File: config.mk
export PLATFORM = sky130hd
export DESIGN_NAME = tachometer_countdown_mode_control
export DESIGN_NICKNAME = d
export VERILOG_FILES = /design/src/hw/rtl/tcmc_pkg.sv /design/src/hw/rtl/tcmc_cfg.sv /design/src/hw/rtl/tcmc_core.sv /design/src/hw/rtl/tachometer_countdown_mode_control.sv
export SDC_FILE = /design/constraint.sdc
export NUM_CORES = 1
export LEC_CHECK = 0
export BUFFER_PORTS_ARGS = -buffer_cell sky130_fd_sc_hd__buf_4
export CAP_MARGIN = 5
export CORE_MARGIN = 10
export CORE_UTILIZATION = 47
export CTS_CLUSTER_DIAMETER = 60
export DETAILED_ROUTE_END_ITERATION = 10
export PLACE_DENSITY = 0.66
export SYNTH_ARGS = -nofsm -noshare
export SYNTH_HDL_FRONTEND = slang
export SYNTH_HIERARCHICAL = 1
export SYNTH_SLANG_ARGS = --single-unit
File: constraint.sdc
create_clock -name i_clk -period 12.6 [get_ports i_clk]
set_clock_uncertainty 0.15 [all_clocks]
set_input_delay 1.89 -clock i_clk [delete_from_list [all_inputs] [get_ports i_clk]]
set_output_delay 1.89 -clock i_clk [all_outputs]
set_load 0.05 [all_outputs]
File: src/hw/rtl/tcmc_pkg.sv
// shared types and constants of the tachometer and countdown block
`default_nettype none

package tcmc_pkg;

    // pulse counter width default
    localparam int COUNT_WIDTH_DEF = 16;

    // port widths
    localparam int CFG_IDX_W   = 2;
    localparam int CFG_DATA_W  = 16;
    localparam int S_DATA_W    = 24;
    localparam int S_USER_W    = 3;
    localparam int M_DATA_W    = 48;
    localparam int SPEED_W     = 16;

    // time and speed limits
    localparam logic [5:0]         SEC_LAST          = 6'd59;
    localparam logic [5:0]         MIN_LAST          = 6'd59;
    localparam logic [5:0]         RPM_PER_PULSE_RST = 6'd60;
    localparam logic [SPEED_W-1:0] SPEED_MAX         = 16'hFFFF;

    // item kinds
    typedef enum logic [2:0] {
        KIND_PULSE     = 3'd0,
        KIND_TICK      = 3'd1,
        KIND_START     = 3'd2,
        KIND_SET       = 3'd3,
        KIND_INC       = 3'd4,
        KIND_DEC       = 3'd5,
        KIND_LOAD      = 3'd6,
        KIND_CLEAR_RUN = 3'd7
    } t_kind;

    // view sequence states
    typedef enum logic [2:0] {
        VIEW_HOME      = 3'd0,
        VIEW_COUNTDOWN = 3'd1,
        VIEW_SETUP_A   = 3'd2,
        VIEW_SETUP_B   = 3'd3,
        VIEW_PWM       = 3'd4,
        VIEW_SETUP_C   = 3'd5
    } t_view;

    // configuration register indexes
    typedef enum logic [CFG_IDX_W-1:0] {
        CFG_RPM_PER_PULSE  = 2'd0,
        CFG_TARGET_RPM     = 2'd1,
        CFG_TARGET_HOURS   = 2'd2,
        CFG_TARGET_MINUTES = 2'd3
    } t_cfg_idx;

    // configuration register set
    typedef struct packed {
        logic [5:0]         rpm_per_pulse;
        logic [SPEED_W-1:0] target_rpm;
        logic [6:0]         target_hours;
        logic [5:0]         target_minutes;
    } t_cfg;

    // one result item
    typedef struct packed {
        logic [2:0]         view;
        logic               run_mode;
        logic               pwm_on;
        logic [SPEED_W-1:0] speed_rpm;
        logic [6:0]         hours_left;
        logic [5:0]         minutes_left;
        logic [5:0]         seconds_left;
        logic               cycle_done;
        logic               inc_event;
        logic               dec_event;
    } t_result;

endpackage

`default_nettype wire

File: src/hw/rtl/tcmc_cfg.sv
// configuration registers of the tachometer and countdown block
`default_nettype none

module tcmc_cfg (
    input  wire logic                                 i_clk,
    input  wire logic                                 i_rst_n,
    input  wire logic                                 i_cfg_we,
    input  wire logic [tcmc_pkg::CFG_IDX_W-1:0]       i_cfg_idx,
    input  wire logic [tcmc_pkg::CFG_DATA_W-1:0]      i_cfg_data,
    output tcmc_pkg::t_cfg                            o_cfg
);

    tcmc_pkg::t_cfg r_cfg;

    // register writes by index
    always_ff @(posedge i_clk) begin
        if (!i_rst_n) begin
            r_cfg.rpm_per_pulse  <= tcmc_pkg::RPM_PER_PULSE_RST;
            r_cfg.target_rpm     <= '0;
            r_cfg.target_hours   <= '0;
            r_cfg.target_minutes <= '0;
        end else if (i_cfg_we) begin
            case (i_cfg_idx)
                tcmc_pkg::CFG_RPM_PER_PULSE:  r_cfg.rpm_per_pulse  <= i_cfg_data[5:0];
                tcmc_pkg::CFG_TARGET_RPM:     r_cfg.target_rpm     <= i_cfg_data[15:0];
                tcmc_pkg::CFG_TARGET_HOURS:   r_cfg.target_hours   <= i_cfg_data[6:0];
                tcmc_pkg::CFG_TARGET_MINUTES: r_cfg.target_minutes <= i_cfg_data[5:0];
                default: begin
                end
            endcase
        end
    end

    assign o_cfg = r_cfg;

endmodule

`default_nettype wire

File: src/hw/rtl/tcmc_core.sv
// state update of tachometer, countdown and view sequence for one item
`default_nettype none

module tcmc_core #(
    parameter int COUNT_WIDTH = tcmc_pkg::COUNT_WIDTH_DEF
) (
    input  wire logic            i_clk,
    input  wire logic            i_rst_n,
    input  wire logic            i_fire,
    input  wire tcmc_pkg::t_kind i_kind,
    input  wire logic [6:0]      i_load_hours,
    input  wire logic [5:0]      i_load_minutes,
    input  wire logic [5:0]      i_load_seconds,
    input  wire tcmc_pkg::t_cfg  i_cfg,
    output tcmc_pkg::t_result    o_res
);

    localparam int PROD_W = (COUNT_WIDTH + 6 > 17) ? COUNT_WIDTH + 6 : 17;
    localparam logic [COUNT_WIDTH-1:0] CNT_FULL = '1;

    tcmc_pkg::t_view                r_view;
    tcmc_pkg::t_view                n_view;
    logic [COUNT_WIDTH-1:0]         r_pulse_count;
    logic [COUNT_WIDTH-1:0]         n_pulse_count;
    logic [tcmc_pkg::SPEED_W-1:0]   r_speed;
    logic [tcmc_pkg::SPEED_W-1:0]   n_speed;
    logic                           r_run;
    logic                           n_run;
    logic                           r_pwm;
    logic                           n_pwm;
    logic [6:0]                     r_hours;
    logic [6:0]                     n_hours;
    logic [5:0]                     r_minutes;
    logic [5:0]                     n_minutes;
    logic [5:0]                     r_seconds;
    logic [5:0]                     n_seconds;
    logic                           r_done;
    logic                           n_done;

    logic                           active;
    logic [PROD_W-1:0]              prod;
    logic                           prod_sat;
    logic [6:0]                     step_hours;
    logic [5:0]                     step_minutes;
    logic [5:0]                     step_seconds;
    logic                           at_zero;
    logic                           step_zero;
    logic                           arm_ok;

    assign active = r_run | r_pwm;

    // speed from pulses in the window
    assign prod     = PROD_W'(r_pulse_count) * PROD_W'(i_cfg.rpm_per_pulse);
    assign prod_sat = |prod[PROD_W-1:tcmc_pkg::SPEED_W];

    // one second down with borrow
    assign at_zero = (r_hours == '0) && (r_minutes == '0) && (r_seconds == '0);
    always_comb begin
        step_hours   = r_hours;
        step_minutes = r_minutes;
        step_seconds = r_seconds - 6'd1;
        if (r_seconds == '0) begin
            step_seconds = tcmc_pkg::SEC_LAST;
            if (r_minutes == '0) begin
                step_minutes = tcmc_pkg::MIN_LAST;
                step_hours   = r_hours - 7'd1;
            end else begin
                step_minutes = r_minutes - 6'd1;
            end
        end
    end
    assign step_zero = (step_hours == '0) && (step_minutes == '0) && (step_seconds == '0);

    assign arm_ok = (i_cfg.target_rpm != '0) &&
                    ((i_cfg.target_hours != '0) || (i_cfg.target_minutes != '0));

    // next state for the current item
    always_comb begin
        n_view        = r_view;
        n_pulse_count = r_pulse_count;
        n_speed       = r_speed;
        n_run         = r_run;
        n_pwm         = r_pwm;
        n_hours       = r_hours;
        n_minutes     = r_minutes;
        n_seconds     = r_seconds;
        n_done        = r_done;
        case (i_kind)
            tcmc_pkg::KIND_PULSE: begin
                if (active && (r_pulse_count != CNT_FULL)) begin
                    n_pulse_count = r_pulse_count + 1'b1;
                end
            end
            tcmc_pkg::KIND_TICK: begin
                if (active) begin
                    n_speed       = prod_sat ? tcmc_pkg::SPEED_MAX
                                             : prod[tcmc_pkg::SPEED_W-1:0];
                    n_pulse_count = '0;
                    if (r_view == tcmc_pkg::VIEW_COUNTDOWN) begin
                        if (at_zero) begin
                            n_done = 1'b1;
                        end else begin
                            n_hours   = step_hours;
                            n_minutes = step_minutes;
                            n_seconds = step_seconds;
                            if (step_zero) begin
                                n_done = 1'b1;
                            end
                        end
                    end
                end
            end
            tcmc_pkg::KIND_START: begin
                case (r_view)
                    tcmc_pkg::VIEW_COUNTDOWN: n_view = tcmc_pkg::VIEW_HOME;
                    tcmc_pkg::VIEW_HOME: begin
                        n_view = tcmc_pkg::VIEW_COUNTDOWN;
                        if (arm_ok) begin
                            n_run = 1'b1;
                        end
                    end
                    default: begin
                    end
                endcase
            end
            tcmc_pkg::KIND_SET: begin
                case (r_view)
                    tcmc_pkg::VIEW_HOME:      n_view = tcmc_pkg::VIEW_SETUP_A;
                    tcmc_pkg::VIEW_COUNTDOWN: n_view = tcmc_pkg::VIEW_HOME;
                    tcmc_pkg::VIEW_SETUP_A:   n_view = tcmc_pkg::VIEW_SETUP_B;
                    tcmc_pkg::VIEW_SETUP_B: begin
                        n_view = tcmc_pkg::VIEW_PWM;
                        n_pwm  = 1'b1;
                    end
                    tcmc_pkg::VIEW_PWM:       n_view = tcmc_pkg::VIEW_SETUP_C;
                    tcmc_pkg::VIEW_SETUP_C:   n_view = tcmc_pkg::VIEW_HOME;
                    default: begin
                    end
                endcase
            end
            tcmc_pkg::KIND_LOAD: begin
                n_hours   = i_load_hours;
                n_minutes = i_load_minutes;
                n_seconds = i_load_seconds;
                n_done    = 1'b0;
            end
            tcmc_pkg::KIND_CLEAR_RUN: begin
                n_run  = 1'b0;
                n_done = 1'b0;
            end
            default: begin
            end
        endcase
    end

    // state registers
    always_ff @(posedge i_clk) begin
        if (!i_rst_n) begin
            r_view        <= tcmc_pkg::VIEW_HOME;
            r_pulse_count <= '0;
            r_speed       <= '0;
            r_run         <= 1'b0;
            r_pwm         <= 1'b0;
            r_hours       <= '0;
            r_minutes     <= '0;
            r_seconds     <= '0;
            r_done        <= 1'b0;
        end else if (i_fire) begin
            r_view        <= n_view;
            r_pulse_count <= n_pulse_count;
            r_speed       <= n_speed;
            r_run         <= n_run;
            r_pwm         <= n_pwm;
            r_hours       <= n_hours;
            r_minutes     <= n_minutes;
            r_seconds     <= n_seconds;
            r_done        <= n_done;
        end
    end

    // result reflects the state after this item
    always_comb begin
        o_res.view         = n_view;
        o_res.run_mode     = n_run;
        o_res.pwm_on       = n_pwm;
        o_res.speed_rpm    = n_speed;
        o_res.hours_left   = n_hours;
        o_res.minutes_left = n_minutes;
        o_res.seconds_left = n_seconds;
        o_res.cycle_done   = n_done;
        o_res.inc_event    = (i_kind == tcmc_pkg::KIND_INC);
        o_res.dec_event    = (i_kind == tcmc_pkg::KIND_DEC);
    end

endmodule

`default_nettype wire

File: src/hw/rtl/tachometer_countdown_mode_control.sv
// top level: input register, state update core and result register
//
//  channel   direction  handshake                      payload
//  s_axis    in         s_axis_tvalid / s_axis_tready  tuser kind, tdata load time
//  m_axis    out        m_axis_tvalid / m_axis_tready  tdata view, flags, speed, time
//  cfg       in         i_cfg_we (no wait)             i_cfg_idx, i_cfg_data
//
//  an item is held in the input register; when it fires, the core updates state
//  and the result register takes the new result, one item per cycle sustained
//  while m_axis_tready stays high
//  the result register frees while it is taken, so a stall only holds back the
//  input register once the result waits
//  synchronous active-low reset clears valids and core state, view returns to home
`default_nettype none

module tachometer_countdown_mode_control #(
    parameter int COUNT_WIDTH = tcmc_pkg::COUNT_WIDTH_DEF
) (
    input  wire logic                              i_clk,
    input  wire logic                              i_rst_n,
    // input items
    input  wire logic                              s_axis_tvalid,
    output logic                                   s_axis_tready,
    // [6:0] load_hours, [12:7] load_minutes, [18:13] load_seconds, rest zero
    input  wire logic [tcmc_pkg::S_DATA_W-1:0]     s_axis_tdata,
    // [2:0] kind
    input  wire logic [tcmc_pkg::S_USER_W-1:0]     s_axis_tuser,
    // result items
    output logic                                   m_axis_tvalid,
    input  wire logic                              m_axis_tready,
    // [2:0] view, [3] run_mode, [4] pwm_on, [20:5] speed_rpm, [27:21] hours_left,
    // [33:28] minutes_left, [39:34] seconds_left, [40] cycle_done,
    // [41] inc_event, [42] dec_event, rest zero
    output logic [tcmc_pkg::M_DATA_W-1:0]          m_axis_tdata,
    // configuration writes
    input  wire logic                              i_cfg_we,
    input  wire logic [tcmc_pkg::CFG_IDX_W-1:0]    i_cfg_idx,
    input  wire logic [tcmc_pkg::CFG_DATA_W-1:0]   i_cfg_data
);

    logic                  r_in_valid;
    tcmc_pkg::t_kind       r_kind;
    logic [6:0]            r_load_hours;
    logic [5:0]            r_load_minutes;
    logic [5:0]            r_load_seconds;
    logic                  r_out_valid;
    tcmc_pkg::t_result     r_out;

    logic                  advance;
    logic                  fire;
    logic                  in_take;
    tcmc_pkg::t_cfg        cfg;
    tcmc_pkg::t_result     res;

    // flow control
    assign advance       = !r_out_valid || m_axis_tready;
    assign fire          = r_in_valid && advance;
    assign s_axis_tready = !r_in_valid || advance;
    assign in_take       = s_axis_tvalid && s_axis_tready;

    // input register
    always_ff @(posedge i_clk) begin
        if (!i_rst_n) begin
            r_in_valid <= 1'b0;
        end else if (in_take) begin
            r_in_valid <= 1'b1;
        end else if (fire) begin
            r_in_valid <= 1'b0;
        end
    end

    always_ff @(posedge i_clk) begin
        if (in_take) begin
            r_kind         <= tcmc_pkg::t_kind'(s_axis_tuser[2:0]);
            r_load_hours   <= s_axis_tdata[6:0];
            r_load_minutes <= s_axis_tdata[12:7];
            r_load_seconds <= s_axis_tdata[18:13];
        end
    end

    tcmc_cfg u_cfg (
        .i_clk      (i_clk),
        .i_rst_n    (i_rst_n),
        .i_cfg_we   (i_cfg_we),
        .i_cfg_idx  (i_cfg_idx),
        .i_cfg_data (i_cfg_data),
        .o_cfg      (cfg)
    );

    tcmc_core #(
        .COUNT_WIDTH (COUNT_WIDTH)
    ) u_core (
        .i_clk          (i_clk),
        .i_rst_n        (i_rst_n),
        .i_fire         (fire),
        .i_kind         (r_kind),
        .i_load_hours   (r_load_hours),
        .i_load_minutes (r_load_minutes),
        .i_load_seconds (r_load_seconds),
        .i_cfg          (cfg),
        .o_res          (res)
    );

    // result register
    always_ff @(posedge i_clk) begin
        if (!i_rst_n) begin
            r_out_valid <= 1'b0;
        end else if (fire) begin
            r_out_valid <= 1'b1;
        end else if (m_axis_tready) begin
            r_out_valid <= 1'b0;
        end
    end

    always_ff @(posedge i_clk) begin
        if (fire) begin
            r_out <= res;
        end
    end

    // result packing
    assign m_axis_tvalid        = r_out_valid;
    assign m_axis_tdata[2:0]    = r_out.view;
    assign m_axis_tdata[3]      = r_out.run_mode;
    assign m_axis_tdata[4]      = r_out.pwm_on;
    assign m_axis_tdata[20:5]   = r_out.speed_rpm;
    assign m_axis_tdata[27:21]  = r_out.hours_left;
    assign m_axis_tdata[33:28]  = r_out.minutes_left;
    assign m_axis_tdata[39:34]  = r_out.seconds_left;
    assign m_axis_tdata[40]     = r_out.cycle_done;
    assign m_axis_tdata[41]     = r_out.inc_event;
    assign m_axis_tdata[42]     = r_out.dec_event;
    assign m_axis_tdata[47:43]  = '0;

endmodule

`default_nettype wire
==> run metrics, run 1 <==
Initial Util=0.482; row count=53; largest family of logic cells by synthesized area=simple AND/OR/NAND/NOR gates; Synth Area in Adders=0.154; Num CTS Buffers=17; initial antenna violation count=0; layout cell share with drive strength beyond 1=0.133; CTS tree=built; # IOs=100; power per cell area=107 nW/um2; Syn Area/Cell=9.45 um2; crit path kind=register to register; hpwl dp=16.9 mm; Total Power=1240 uW; WL/cell=16.6 um; Synth-to-Final Area Change=13.4%; die height=167 um; full die area=28100 um2; All-Layer GR Usage=0.166; Hold Vio Cnt, Final=0; fillers=1893; Top FF cell, synth=dfxtp_1; buffers added on ports=89; P_leak=0.00507 uW; RSZ-0062 raised after global routing=false; DP Cell Count=1390; multi-input logic area=5750 um2; crit path DAT=5.93 ns; Slew @ Worst Pin=1.11 ns; mux share of post-synthesis cell area=0.0373; Crit. End Element=register; # hold bufs at CTS=0; final setup fails=0; max-cap violations=0; grt ovf=0; global-route wire length before repair=39.3 mm; vias in the first global route=7742; synth warn=6; Critical Path RT=12.58 ns; final cell count without fillers=1422; Tcrit/Tclk final=0.472; core area=21200 um2; #FFs+latches synth=159; Seq/Total Area, Yosys=0.375; max frequency=168 MHz; Worst-path clk slew=0.07 ns; CP max FO=32; vias per inst=5.53; outcome=completed; DR pass1 iterations=6; post-CTS repair timing setup buffer count=0; async set or reset register ratio after synthesis=0; Antenna Nets Post-Route=0; Synth cell types=82; CP cell instances=and2_1 -> fa_1 -> inv_1 -> fa_1 -> inv_1 -> fa_1 -> ha_1 -> a21oi_1 -> o21ai_0 -> a2111oi_0 -> nand4_1 -> a2111o_1 -> nor3_4 -> a21oi_1; synthesized area=10200 um2; drt total wl=23.6 mm; Root Buffer=clkbuf_16; nets@finish=1276; register area=3830 um2; # H-tree levels=4; gpl congestion=0.864; Post-Synth Simple-Gate Area=0.200; max incr delay on CP=0.92 ns; Via Count=7867; count of antenna diodes in the layout=0; crit path time final=5.95 ns; Hold WS=0.309 ns; clk_lat worst skew=0.43 ns; family with the most delay on the worst path=adder cells; critical path's most frequent cell=fa_1; Compound-Gate Fraction of Synth Area=0.143; HP Class=register to register; Initial DRC Count=540; Critical Path Slowest Stage Cell=nor3_4; CP startpoint kind=register; Die W=167 um; CP Buf/Inv Count=2; CTS sink count=159; largest net degree at the start of global routing=89; post_cts resized=0; Post-Synth XOR/XNOR Area=0.0240; TNS Setup=0 ns; clk buf depth=2; drt drc=0; Post-synth EDFFs=65; Worst slew margin=0.257; peak supply drop=0.0941 mV; Mapped Cells=1082; Max Slew Vio Count=0
==> cell type report <==
| class | instances | share of cell area |
|---|---|---|
| timing repair buffer | 93 | 0.0602 |
| clock inverter | 12 | 0.0115 |
| clock buffer | 20 | 0.0422 |
| multi-input combinational | 771 | 0.496 |
| sequential | 159 | 0.331 |
| tap | 275 | 0.0297 |
| inverter | 92 | 0.0298 |
==> final timing paths <==
path,depth (start not counted),start,slack [ns],endpoint
setup / recovery,14,u_cfg/o_cfg[34]$_SDFFE_PN1P_,6.65,m_axis_tdata[6]$_DFFE_PP_
hold reg to reg,2,u_cfg/o_cfg[19]$_SDFFE_PN0P_,0.31,u_cfg/o_cfg[19]$_SDFFE_PN0P_
setup reg to reg,14,u_cfg/o_cfg[34]$_SDFFE_PN1P_,6.65,m_axis_tdata[6]$_DFFE_PP_
hold / removal,2,u_cfg/o_cfg[19]$_SDFFE_PN0P_,0.31,u_cfg/o_cfg[19]$_SDFFE_PN0P_
==> tightest hold or removal path, cell delays in order, from the launching register on <==
cell     delay, ns
dfxtp_1       0.31
nand2_1       0.05
mux2i_1       0.05
==> through the flow <==
step / utilization / instance area [um2] / worst slack (ns)
2_1_floorplan: - / 10200 / 7.29
3_3_place_gp: 0.517 / 11000 / 6.72
3_5_place_dp: 0.517 / 11000 / 6.64
4_1_cts: 0.546 / 11600 / 6.63
5_1_grt: 0.546 / 11600 / 6.30
6_report: 0.546 / 11600 / 6.65
==> synthesized netlist by cell type, drive strengths merged, types with 4 or more instances <==
cell type | number | area share
xnor2 | 11 | 0.0094
o311ai | 4 | 0.0034
a21oi | 47 | 0.023
xor2 | 17 | 0.015
o2111ai | 4 | 0.0034
o211a | 9 | 0.0088
a22oi | 5 | 0.0037
dfxtp | 94 | 0.18
nor2 | 81 | 0.030
mux2i | 37 | 0.036
nor4 | 8 | 0.0064
or3 | 6 | 0.0037
nand3b | 5 | 0.0049
ha | 35 | 0.043
fa | 57 | 0.11
edfxtp | 65 | 0.19
buf | 24 | 0.017
o31ai | 4 | 0.0029
nor3 | 17 | 0.0088
or2 | 6 | 0.0037
clkbuf | 40 | 0.015
a31oi | 19 | 0.012
a21o | 10 | 0.0073
nor3b | 7 | 0.0056
and2 | 87 | 0.053
a211oi | 6 | 0.0049
o21ba | 6 | 0.0059
nand2b | 8 | 0.0049
nand4 | 13 | 0.0080
o21ai | 59 | 0.029
nand2 | 104 | 0.039
inv | 90 | 0.033
and3 | 6 | 0.0037
nor2b | 7 | 0.0050
nand4bb | 4 | 0.0044
o211ai | 14 | 0.010
nand3 | 19 | 0.0093
==> registers in the layout, summed over array words and instances, names as in the netlist <==
| signal | flops |
|---|---|
| m_axis_tdata | 43 |
| u_core/r_view | 3 |
| u_core/r_seconds | 6 |
| u_core/r_minutes | 6 |
| u_core/r_speed | 16 |
| r_in_valid | 1 |
| u_core/r_done | 1 |
| r_load_seconds | 6 |
| r_load_hours | 7 |
| r_kind | 3 |
| r_load_minutes | 6 |
| u_core/r_pulse_count | 16 |
| m_axis_tvalid | 1 |
| u_cfg/o_cfg | 35 |
| u_core/r_pwm | 1 |
| u_core/r_run | 1 |
| u_core/r_hours | 7 |
==> cell families after synthesis <==
kind of cell             count (synthesis)
AO/OA/AOI/OAI                          219
XOR/XNOR                                28
adder cells (fa/ha/maj)                 92
buffers and inverters                  156
flip-flops                             159
multiplexers                            38
other                                    1
AND/OR/NAND/NOR                        389
==> where the power goes <==
group	switching (uW)	internal, uW	total [uW]
Clock	226	309	535
Combinational	83.2	46.0	129
Sequential	17.7	556	574
Total	327	912	1240
==> per-layer routing <==
metal | vias to the layer above | share of wire | GRT usage
met3 | 26 | 0.055 | 0.0372
met4 | 0 | 0.011 | 0.0428
met2 | 197 | 0.47 | 0.257
li1 | 3840 | - | -
met1 | 3804 | 0.47 | 0.229
met5 | - | 0 | 0
==> cells in the final DEF (no fill, tap or decap), types with 7 or more instances in the layout <==
cell       count
and2_1        87
fa_1          57
o21ai_0       57
nor4_1         7
nand4_1       13
o211ai_1      14
ha_1          35
xor2_1        17
nor3_1        16
nand2b_1       8
nand2_1      102
o211a_1        9
a31oi_1       19
nand3_1       19
mux2i_1       37
xnor2_1       11
inv_1         90
a21o_1        10
nor2_1        81
a21oi_1       45
dfxtp_1       94
clkbuf_16     19
edfxtp_1      65
buf_4         93
No activity file was read; power rests on OpenSTA's default activity.
==> inputs of run 2 (changes only) <==
--- a/config.mk
+++ b/config.mk
@@ -5,13 +5,14 @@
 export SDC_FILE = /design/constraint.sdc
 export NUM_CORES = 1
 export LEC_CHECK = 0
+export ABC_AREA = 1
 export BUFFER_PORTS_ARGS = -buffer_cell sky130_fd_sc_hd__buf_4
 export CAP_MARGIN = 5
 export CORE_MARGIN = 10
 export CORE_UTILIZATION = 47
 export CTS_CLUSTER_DIAMETER = 60
 export DETAILED_ROUTE_END_ITERATION = 10
-export PLACE_DENSITY = 0.66
+export PLACE_DENSITY = 0.65
 export SYNTH_ARGS = -nofsm -noshare
 export SYNTH_HDL_FRONTEND = slang
 export SYNTH_HIERARCHICAL = 1
==> constraint.sdc (replaced) <==
create_clock -name i_clk -period 6.15 [get_ports i_clk]
set_clock_uncertainty 0.15 [all_clocks]
set_input_delay 0.9225 -clock i_clk [delete_from_list [all_inputs] [get_ports i_clk]]
set_output_delay 0.9225 -clock i_clk [all_outputs]
set_load 0.05 [all_outputs]
==> run 2 against run 1 <==
Against the previous run: synthesized cell count grew 38%; critical path type unchanged; clock power rose by 98%; sequential share of layout area shrank 1.9 points; worst setup slack worse by 5.6 ns; hold slack improved by 0.041 ns; non-clock buffer count decreased by 1; fmax up 16%; critical path depth rose by 7.
==> run metrics, run 2 <==
outcome=completed; peak supply drop=0.153 mV; # IOs=100; internal power=1860 uW; Mapped Cells=1489; post_cts resized=0; post-synth top area cell=edfxtp_1; Syn Area/Cell=7.34 um2; Initial Util=0.480; # hold bufs at CTS=0; synth warn=6; vias per inst=4.87; clk buf depth=2; Synth-to-Final Area Change=12.5%; switching share of power=0.298; Tcrit/Tclk final=0.830; max frequency=196 MHz; TNS Setup=0 ns; max-cap violations=0; largest net degree at the start of global routing=93; drt drc=0; fin util=0.540; Logic pwr share=0.146; buffers added on ports=89; fillers=2178; Worst slew margin=0.284; gpl congestion=0.883; layout cell share with drive strength beyond 1=0.114; area share of the leading cell type in the synthesized netlist=0.179; Root Buffer=clkbuf_16; Post-synth EDFFs=65; Seq/Total Area, Yosys=0.351; initial antenna violation count=0; Initial DRC Count=710; power per cell area=215 nW/um2; crit path kind=register to register; count of antenna diodes in the layout=0; P_sw=790 uW; crit path time final=5.11 ns; Num CTS Buffers=17; Finished Cell Area=12300 um2; Die W=172 um; P_leak=0.00667 uW; WL/cell=13.5 um; setup ws final=1.04 ns; area post-placement=11700 um2; sequential power share=0.455; clk_lat worst skew=0.43 ns; Hold Vio Cnt, Final=0; Critical Path RT=6.20 ns; most common cell in the netlist=nand2_1; Clk network pwr share=0.399; Antenna Nets Post-Route=0; RSZ-0062 raised after global routing=false; post-CTS repair timing setup buffer count=0; final setup fails=0; core area=22800 um2; crit path DAT=5.15 ns; row count=55; Synth cell types=54; grt ovf=0; # H-tree levels=4; drt total wl=25.0 mm; Total Power=2650 uW; #FFs+latches synth=159; Setup WS pre-CTS=1.01 ns; vias in the first global route=8973; global-route wire length before repair=42.9 mm; commonest non-fill, non-tap cells in the layout=nand2_1 (370), inv_1 (301), nor2_1 (131); nets@finish=1677; CP max FO=17; HP Class=register to register; CTS sink count=159; hpwl dp=18.3 mm; die height=172 um; Top FF cell, synth=dfxtp_1; commonest non-fill, non-tap cell in the layout=nand2_1; full die area=29800 um2; async set or reset register ratio after synthesis=0; All-Layer GR Usage=0.176; Max Slew Vio Count=0; Via Count=9067; Worst-path clk slew=0.07 ns; CP startpoint kind=register; CTS tree=built; max reg flops=43; synthesized area=10900 um2; Crit. End Element=register; DR pass1 iterations=5; Slew @ Worst Pin=1.07 ns; top post-synthesis cells by area=edfxtp_1 (18%), dfxtp_1 (17%), nand2_1 (13%); top cells by count, synth=nand2_1 (370), inv_1 (301), nor2_1 (131)
-- run 2: changes by cell type after synthesis, moves of 13 or more --
| cell | change |
|---|---|
| nand3_1 | +63 |
| inv_1 | +211 |
| nor2_1 | +50 |
| nand2_1 | +268 |
| and2_1 | -85 |
| a31oi_1 | -16 |
| mux2i_1 | -37 |
| o21ai_1 | +17 |
| o21ai_0 | -13 |
| a21oi_1 | +26 |
-- run 2: per-stage QoR --
| step | instances | hold slack [ns] |
|---|---|---|
| after floorplan | 1493 | 0.277 |
| after global placement | 1829 | 0.336 |
| after detailed placement | 1829 | 0.344 |
| after CTS | 1861 | 0.355 |
| after global routing | 1861 | 0.386 |
| final | 1861 | 0.350 |
-- run 2: power by group through the flow --
stage	Sequential [uW]	Clock [uW]	Combinational [uW]
after floorplan	1270	0	237
after global placement	1230	0	377
after detailed placement	1230	0	384
after CTS	1200	1080	386
after global routing	1210	1130	431
final	1210	1060	386
-- run 2: final timing paths --
check / start / endpoint / slack, ns / depth (start not counted)
worst max-delay path: u_cfg/o_cfg[33]$_SDFFE_PN1P_ / m_axis_tdata[5]$_DFFE_PP_ / 1.04 / 21
worst min-delay path: r_in_valid$_SDFFE_PN0P_ / r_in_valid$_SDFFE_PN0P_ / 0.35 / 2
worst max register to register: u_cfg/o_cfg[33]$_SDFFE_PN1P_ / m_axis_tdata[5]$_DFFE_PP_ / 1.04 / 21
worst min register to register: r_in_valid$_SDFFE_PN0P_ / r_in_valid$_SDFFE_PN0P_ / 0.35 / 2
-- run 2: cell families (layout without fill, tap and decap cells) --
family	Yosys count	count (layout)	synth area share
AOI/OAI and AO/OA	172	172	0.0893
xor gates and xnor gates	17	17	0.0136
adders and majority gates	92	92	0.144
buffers and inverters	378	433	0.137
DFF	159	159	0.351
other	1	5	0.000343
and+or+nand+nor	670	670	0.265
-- run 2: routing by layer --
layer / part of all wire / GRT usage
met1: 0.49 / 0.245
met2: 0.45 / 0.275
met3: 0.053 / 0.0342
met4: 0.0073 / 0.0397
met5: 0 / 0
-- run 2: area by class of cell --
cell class                 instances  area, um2  area share
clock buffer                      20        469      0.0382
clock inverter                    12        121     0.00987
inverter                         309       1160      0.0943
multi-input combinational        956       5630       0.458
sequential                       159       3830       0.312
tap                              313        392      0.0319
timing repair buffer              92        691      0.0562
-- run 2: critical path, stage by stage (launching register included) --
cell and delay [ns]:
dfxtp_1 0.77, nand2_1 0.12, inv_1 0.10, fa_1 0.44, fa_1 0.55, inv_1 0.05, fa_1 0.52, inv_1 0.04
ha_1 0.32, or2_1 0.27, nand3b_1 0.10, nand2_1 0.11, nand2_1 0.09, nand2_1 0.09, nand2_1 0.09, nand2_1 0.05
nand2_1 0.06, nand2_1 0.06, nor2_2 0.50, nand3_1 0.20, nand2_1 0.13, inv_1 0.04
